<file path="src/hw/rtl/chs_pkg.sv">
`timescale 1ns / 1ps
`default_nettype none
package chs_pkg;
   localparam int BUCKETS_DEF    = 13;
   localparam int POOL_NODES_DEF = 256;
   localparam int NAME_BYTES_DEF = 8;
   localparam int KEY_W          = 31;
   localparam int PAY_W          = 64;

   localparam logic [1:0] MODE_INSERT = 2'd0;
   localparam logic [1:0] MODE_DELETE = 2'd1;
   localparam logic [1:0] MODE_SEARCH = 2'd2;

   localparam logic [1:0] ST_DONE      = 2'd0;
   localparam logic [1:0] ST_DUPLICATE = 2'd1;
   localparam logic [1:0] ST_FULL      = 2'd2;
   localparam logic [1:0] ST_NOT_FOUND = 2'd3;

   typedef struct packed {
      logic [1:0]       mode;
      logic [KEY_W-1:0] key;
      logic [PAY_W-1:0] payload;
   } req_type;

   typedef struct packed {
      logic [1:0]       status;
      logic [PAY_W-1:0] found_payload;
   } rsp_type;
endpackage
`default_nettype wire

</file>
<file path="src/hw/rtl/chs_front.sv">
`timescale 1ns / 1ps
`default_nettype none
// Takes a transaction, works out its bucket, and pushes a decoded command
// into a two-entry queue toward the chain engine.
module chs_front #(
   parameter int BUCKETS    = chs_pkg::BUCKETS_DEF,
   parameter int NAME_BYTES = chs_pkg::NAME_BYTES_DEF,
   parameter int BKT_W      = (BUCKETS > 1) ? $clog2(BUCKETS) : 1
) (
   input  wire logic             clock,
   input  wire logic             reset,
   input  wire logic             start,
   input  chs_pkg::req_type      req_data,
   output logic                  busy,
   output logic                  cmd_valid,
   output chs_pkg::req_type      cmd_data,
   output logic [BKT_W-1:0]      cmd_bucket,
   input  wire logic             cmd_pop
);
   import chs_pkg::*;

   localparam int NB_BITS = 8 * NAME_BYTES;
   // floor(2^KEY_W / BUCKETS): the quotient estimate is low by at most one
   localparam longint unsigned RECIP_L = (64'd1 << KEY_W) / 64'(BUCKETS);
   localparam logic [KEY_W-1:0] RECIP  = KEY_W'(RECIP_L);
   localparam logic [KEY_W:0]   BKT_K  = (KEY_W+1)'(BUCKETS);

   // step 0: multiply by the reciprocal; step 1: remainder; step 2: correct and queue
   logic               s0_valid_ff, s0_valid_in;
   req_type            s0_data_ff, s0_data_in;
   logic [2*KEY_W-1:0] prod_ff;
   logic [KEY_W-1:0]   quot;
   logic [KEY_W:0]     rem_ff, rem_in;
   logic [KEY_W:0]     rem_fix;
   logic [1:0]         step_ff, step_in;
   logic               q_valid_ff [2];
   req_type            q_data_ff  [2];
   logic [BKT_W-1:0]   q_bkt_ff   [2];
   logic               wr_ptr_ff, rd_ptr_ff;

   logic               accept;
   logic               done_red;

   assign accept   = start && !busy;
   assign done_red = s0_valid_ff && (step_ff == 2'd2);
   assign busy     = s0_valid_ff || q_valid_ff[wr_ptr_ff];
   assign quot     = prod_ff[2*KEY_W-1:KEY_W];
   assign rem_in   = {1'b0, s0_data_ff.key} - {1'b0, quot} * BKT_K;
   assign rem_fix  = (rem_ff >= BKT_K) ? (rem_ff - BKT_K) : rem_ff;

   always_comb begin
      s0_data_in  = req_data;
      if (NB_BITS < PAY_W)
         s0_data_in.payload = req_data.payload & ~({PAY_W{1'b1}} << NB_BITS);
      step_in     = step_ff;
      s0_valid_in = s0_valid_ff;
      if (accept) begin
         s0_valid_in = 1'b1;
         step_in     = 2'd0;
      end else if (done_red) begin
         s0_valid_in = 1'b0;
      end else if (s0_valid_ff) begin
         step_in = step_ff + 2'd1;
      end
   end

   always_ff @(posedge clock) begin
      if (reset) begin
         s0_valid_ff <= 1'b0;
         step_ff     <= '0;
      end else begin
         s0_valid_ff <= s0_valid_in;
         step_ff     <= step_in;
      end
      if (s0_valid_ff && step_ff == 2'd0)
         prod_ff <= (2*KEY_W)'(s0_data_ff.key) * (2*KEY_W)'(RECIP);
      if (s0_valid_ff && step_ff == 2'd1)
         rem_ff <= rem_in;
      if (accept)
         s0_data_ff <= s0_data_in;
   end

   always_ff @(posedge clock) begin
      if (reset) begin
         q_valid_ff[0] <= 1'b0;
         q_valid_ff[1] <= 1'b0;
         wr_ptr_ff     <= 1'b0;
         rd_ptr_ff     <= 1'b0;
      end else begin
         if (done_red) begin
            q_valid_ff[wr_ptr_ff] <= 1'b1;
            wr_ptr_ff             <= ~wr_ptr_ff;
         end
         if (cmd_pop) begin
            q_valid_ff[rd_ptr_ff] <= 1'b0;
            rd_ptr_ff             <= ~rd_ptr_ff;
         end
      end
      if (done_red) begin
         q_data_ff[wr_ptr_ff] <= s0_data_ff;
         q_bkt_ff[wr_ptr_ff]  <= BKT_W'(rem_fix);
      end
   end

   assign cmd_valid  = q_valid_ff[rd_ptr_ff];
   assign cmd_data   = q_data_ff[rd_ptr_ff];
   assign cmd_bucket = q_bkt_ff[rd_ptr_ff];
endmodule
`default_nettype wire

</file>
<file path="config.mk">
export PLATFORM = sky130hd
export DESIGN_NAME = chs_front
export DESIGN_NICKNAME = d
export VERILOG_FILES = /design/src/hw/rtl/chs_pkg.sv /design/src/hw/rtl/chs_front.sv
export SDC_FILE = /design/constraint.sdc
export NUM_CORES = 1
export LEC_CHECK = 0
export ABC_AREA = 1
export BUFFER_PORTS_ARGS = -buffer_cell sky130_fd_sc_hd__buf_2
export CORE_ASPECT_RATIO = 0.5
export CORE_MARGIN = 5
export CORE_UTILIZATION = 55
export CTS_BUF_LIST = sky130_fd_sc_hd__clkbuf_4 sky130_fd_sc_hd__clkbuf_8 sky130_fd_sc_hd__clkbuf_16
export DETAILED_ROUTE_END_ITERATION = 7
export GPL_TIMING_DRIVEN = 1
export PLACE_DENSITY = 0.73
export SLEW_MARGIN = 40
export SYNTH_ARGS = -nofsm -noshare
export SYNTH_HDL_FRONTEND = slang
export SYNTH_SLANG_ARGS = --single-unit
</file>
<file path="constraint.sdc">
create_clock -name clock -period 11.2 [get_ports clock]
set_clock_uncertainty 0.2 [all_clocks]
set_input_delay 1.12 -clock clock [delete_from_list [all_inputs] [get_ports clock]]
set_output_delay 1.12 -clock clock [all_outputs]
set_load 0.005 [all_outputs]
</file>
# Yosys cells after proc, flatten, opt, wreduce, memory -nomap -nowiden
# Memories as Yosys holds them, arrays and structs flattened. A register that Yosys moved wholly into a read port is not among the register bits.
# Index checks and enable logic that the tools add are counted.
totals:
  output_inout_bits: 103
  reg_bits: 193
  inputBits: 101
  ramBits: 204
  mem_count: 3
op_classes:
  reduce_logical: 12
  mux: 26
  n_lt_le_gt_ge: 1
  n_addsub: 3
  eq_ne: 2
  mul: 2
  bitwise_logic: 3
memory_table:
  columns: ["name", "depth", "word_bits", "rd", "rd_clocked_by_memory_dff", "write_ports", "line", "source"]
  rows:
  - ["q_data_ff", 2, 97, 1, 1, 1, "chs_front.sv:37", "req_type q_data_ff [2];"]
  - ["q_bkt_ff", 2, 4, 1, 1, 1, "chs_front.sv:38", "logic [BKT_W-1:0] q_bkt_ff [2];"]
  - ["q_valid_ff", 2, 1, 2, 2, 2, "chs_front.sv:36", "logic q_valid_ff [2];"]
ops:
  columns: ["cell", "count"]
  rows:
  - ["$mul 31x28->59 const B", 1]
  - ["$ge 32x4->1 const B", 1]
  - ["$mul 28x4->32 const B", 1]
  - ["$sub 31x32->32", 1]
  - ["$mux 1", 25]
  - ["$logic_and 1x1->1", 4]
  - ["$mux 4", 1]
  - ["$sub 4x4->4 const B", 1]
  - ["$not 1->1", 3]
  - ["$add 2x1->2 const B", 1]
  - ["$eq 2x1->1 const B", 1]
  - ["$eq 2x2->1 const B", 1]
  - ["$logic_not 2->1", 1]
  - ["$reduce_and 2->1", 1]
  - ["$reduce_bool 2->1", 1]
  - ["$reduce_or 1->1", 2]
  - ["$reduce_or 2->1", 1]
  - ["$logic_not 1->1", 1]
  - ["$logic_or 1x1->1", 1]

# Longest topological paths before layout
depth:
  depth_word: 7
  mapped_depth: 26

# Worst setup path before layout
# No wires, ideal clock.
synth_path:
  path_kind: "reg2reg"
  from: "reg s0_data_ff[68] (netlist bit)"
  to: "reg prod_ff[54], data pin"
  required_time_ns: 10.748
  path_slack_ns: 5.477
  stages_incl_launch_ff: 20
  path_buffers: 0
  arrival_ns: 5.271
  cell_sequence: "edfxtp_1 > fa_1 > fa_1 > inv_1 > fa_1 > inv_1 > fa_1 > fa_1 > fa_1 > inv_1 > fa_1 > inv_1 > ha_1 > nand2_1 > nor2_1 > nand2_2 > nor4_2 > nand2_1 > nand3_1 > nand2_1"
synth_between:
  elab_chain_len: 1
synth_lines:
  columns: ["item", "line", "source"]
  rows:
  - ["start, declared", "chs_front.sv:30", "req_type s0_data_ff, s0_data_in;"]
  - ["start signal, assigned", "chs_front.sv:80", "s0_data_ff <= s0_data_in;"]
  - ["$mul 31x28->59", "chs_front.sv:76", "prod_ff <= (2*KEY_W)'(s0_data_ff.key) * (2*KEY_W)'(RECIP);"]
  - ["end signal, assigned", "chs_front.sv:76", null]
  - ["end, declared", "chs_front.sv:31", "logic [2*KEY_W-1:0] prod_ff;"]
# Every way passes these cells.
# A chain may end at the register's enable or synchronous reset.

# Worst setup path in the final report
layout_path:
  from: "reg s0_data_ff[82] (netlist bit)"
  to: "reg prod_ff[32], data pin"
# The elaborated chain is that of the path after synthesis.

==> run summary <==
Max-slew violation total from the final report: 0
Hpwl dp: 66900 µm
Area leader, netlist: edfxtp_1
Fmax: 145 MHz
Total Wirelength: 80600 µm
Final Util: 61.6%
Wire per inst: 20.8 µm
Status: finished clean
Crit-path max FO: 11
Post-CTS setup buffers: 0
Hold Path Sink: q_data_ff[1][38]
Dpl cells: 3813
Yosys warns: 0
DIE WIDTH: 347 µm
DRT Pass-1 Iters: 5
Synth Net Count: 3704
Setup TNS: 0 ns
Clock slew at reported path FFs: 0.06 ns
First-pass GRT wire length: 126000 µm
Detailed Route Iter0 Violations: 1614
Final Hold Violating Endpoints: 0
Vias in the first global route: 22.2k
Clk buf depth: 3
Syn Area/Cell: 10.9 µm²
Hold Startpoint: s0_data_ff[38]
Final ANT Viol Nets: 0
Overflow after GRT: 0
Worst r2r src: s0_data_ff[82]
FF-to-FF setup slack: 4.31 ns
Dominant synthesized flop cell: edfxtp_1
Synth top area share: 34.6%
Largest cells by area after synthesis: edfxtp_1 35%, fa_1 22%, ha_1 16%
Cts bufs inserted: 35
Ys async rst share: 0%
Routability cong.: 1.04
Initial antenna violation count: 0
RSZ-0062 raised after global routing: no
Detailed-route vias per instance: 5.31
Die area: 61900 µm²
PostCTS Resize Cnt: 0
Sequential area share after synthesis: 35.1%
Worst endpoint data arrival time: 6.96 ns
Layout Cells excl Fill: 3876
CP endpoint kind: flip-flop
CTS tree: built
Detailed-route DRC error count: 0
H-tree levels: 2
Most common cell in the netlist: inv_1
Initial Utilization: 55.9%
Root Buffer: clkbuf_16
Core Box Area: 55800 µm²
Num Clock Sinks: 368
Final period utilization: 61.5%
# nets final: 3941
Critical R2R Capture: prod_ff[32]
Fillers: 4531
Area delta synth->final: 10.2%
Via count: 20.6k
I/O pins: 204
Hold WC Path Type: reg -> reg
R2R depth: 21
Hold Path Cell Cnt: 0
Hold buffers post-CTS: 0
Die height: 178 µm
Synthesized flop and latch total: 368
Syn Inst Count: 2859
Worst Max-Slew Pin Slew: 0.883 ns
# diodes: 0
# setup viols final: 0
Crit Path Class: reg -> reg
Largest net degree at the start of global routing: 72
CP startpoint kind: flip-flop
Number of flops mapped to enable cells by yosys: 359
Max-cap violations: 0
Row count: 61
Tot GR Track Use: 26.7%
Yosys cell types: 40
IO Port Bufs: 203
Share of cells above drive strength 1: 13.7%
Final Critical Period: 6.89 ns
Clk Latency, worst-skew pair: 0.55 ns
Top post-synthesis cells by count: 724 x inv_1, 397 x ha_1, 359 x edfxtp_1, 348 x nand2_1, 347 x fa_1
Synth Cell Area: 31200 µm²
CP required: 11.27 ns
Max-slew headroom: 41.1%
how the worst max path moves through the flow:
| stage | start | to | slack [ns] | depth (start not counted) |
|---|---|---|---|---|
| final | s0_data_ff[82] | prod_ff[32] | 4.31 | 21 |
| after global routing | s0_data_ff[82] | prod_ff[50] | 4.10 | 26 |
| after CTS | s0_data_ff[82] | prod_ff[32] | 4.41 | 21 |
| after detailed placement | s0_data_ff[82] | prod_ff[54] | 4.44 | 22 |
| after global placement | s0_data_ff[89] | prod_ff[58] | 4.39 | 22 |
| after floorplan | s0_data_ff[68] | prod_ff[54] | 5.48 | 19 |
area by class of cell:
cell class	count	area, µm²	area share [%]
clock buffer	43	936	2.72
clock inverter	18	204	0.594
inverter	736	2770	8.05
multi-input combinational	1744	17400	50.8
sequential	368	11000	31.9
tap	756	946	2.75
timing repair buffer	211	1100	3.20
cells by family (layout without fill, tap and decap cells):
| family | count (synthesis) | after routing | synth area share (%) |
|---|---|---|---|
| adder cells (fa/ha/maj) | 744 | 744 | 38.2 |
| XOR/XNOR | 41 | 41 | 1.15 |
| AO/OA/AOI/OAI | 230 | 230 | 4.08 |
| buffers and inverters | 747 | 1008 | 9.02 |
| multiplexers | 101 | 101 | 3.65 |
| AND/OR/NAND/NOR | 628 | 628 | 8.75 |
| flip-flops | 368 | 368 | 35.1 |
worst max-delay path: stages (launching register included):
cell and delay, ns:
edfxtp_1 0.87, inv_1 0.30, fa_1 0.60, inv_1 0.06
ha_1 0.27, inv_1 0.04, fa_1 0.49, fa_1 0.53
inv_1 0.06, fa_1 0.50, fa_1 0.52, inv_1 0.06
fa_1 0.49, inv_1 0.05, ha_1 0.31, nand2_2 0.15
nor2_1 0.07, nor2_1 0.25, o21ai_1 0.18, o21bai_1 0.21
a21oi_1 0.29, xor2_1 0.10
layer usage:
layer  share of wire (%)  routed length (µm)  track usage (%)  up-vias
met5                   0                   0                0        -
met4                 2.6                2060             6.31        0
met3                 7.9                6380             5.19      129
met2                  45               36000             42.8      672
met1                  45               36200             38.3    10200
li1                    -                   -                -     9625
stage by stage:
stage	worst slack (ns)	hold WS [ns]	area [µm²]
4_1_cts	4.41	0.246	34300
2_1_floorplan	5.48	0.221	31200
6_report	4.31	0.242	34400
3_3_place_gp	4.39	0.222	33200
5_1_grt	4.10	0.249	34400
3_5_place_dp	4.44	0.230	33200
state kept, by name (all words and copies together) (netlist names), named ones only:
name / cells
step_ff: 2
rem_ff: 32
wr_ptr_ff: 1
q_valid_ff: 2
s0_data_ff: 97
prod_ff: 28
rd_ptr_ff: 1
q_data_ff: 194
s0_valid_ff: 1
q_bkt_ff: 8
placed cells by master (no fill, tap or decap), drive strengths merged, types with 5 or more instances in the layout:
cell type  Yosys  final
dfxtp          9      9
a21o           7      7
edfxtp       359    359
fa           347    347
inv          736    737
nor3          22     22
xnor2          8      8
buf           10    211
mux2         101    101
clkbuf         1     43
ha           397    397
nand2        360    360
nor4          11     11
xor2          33     33
a21oi        121    121
clkinv         0     13
nor2         149    149
nand4         23     23
o21bai        17     17
nand3b         5      5
o21ai         69     69
o21a           7      7
nand3         57     57
Power is left out: the tool's default activity adds up to more than one toggle a clock period on the data nets, which glitch-free logic cannot reach.
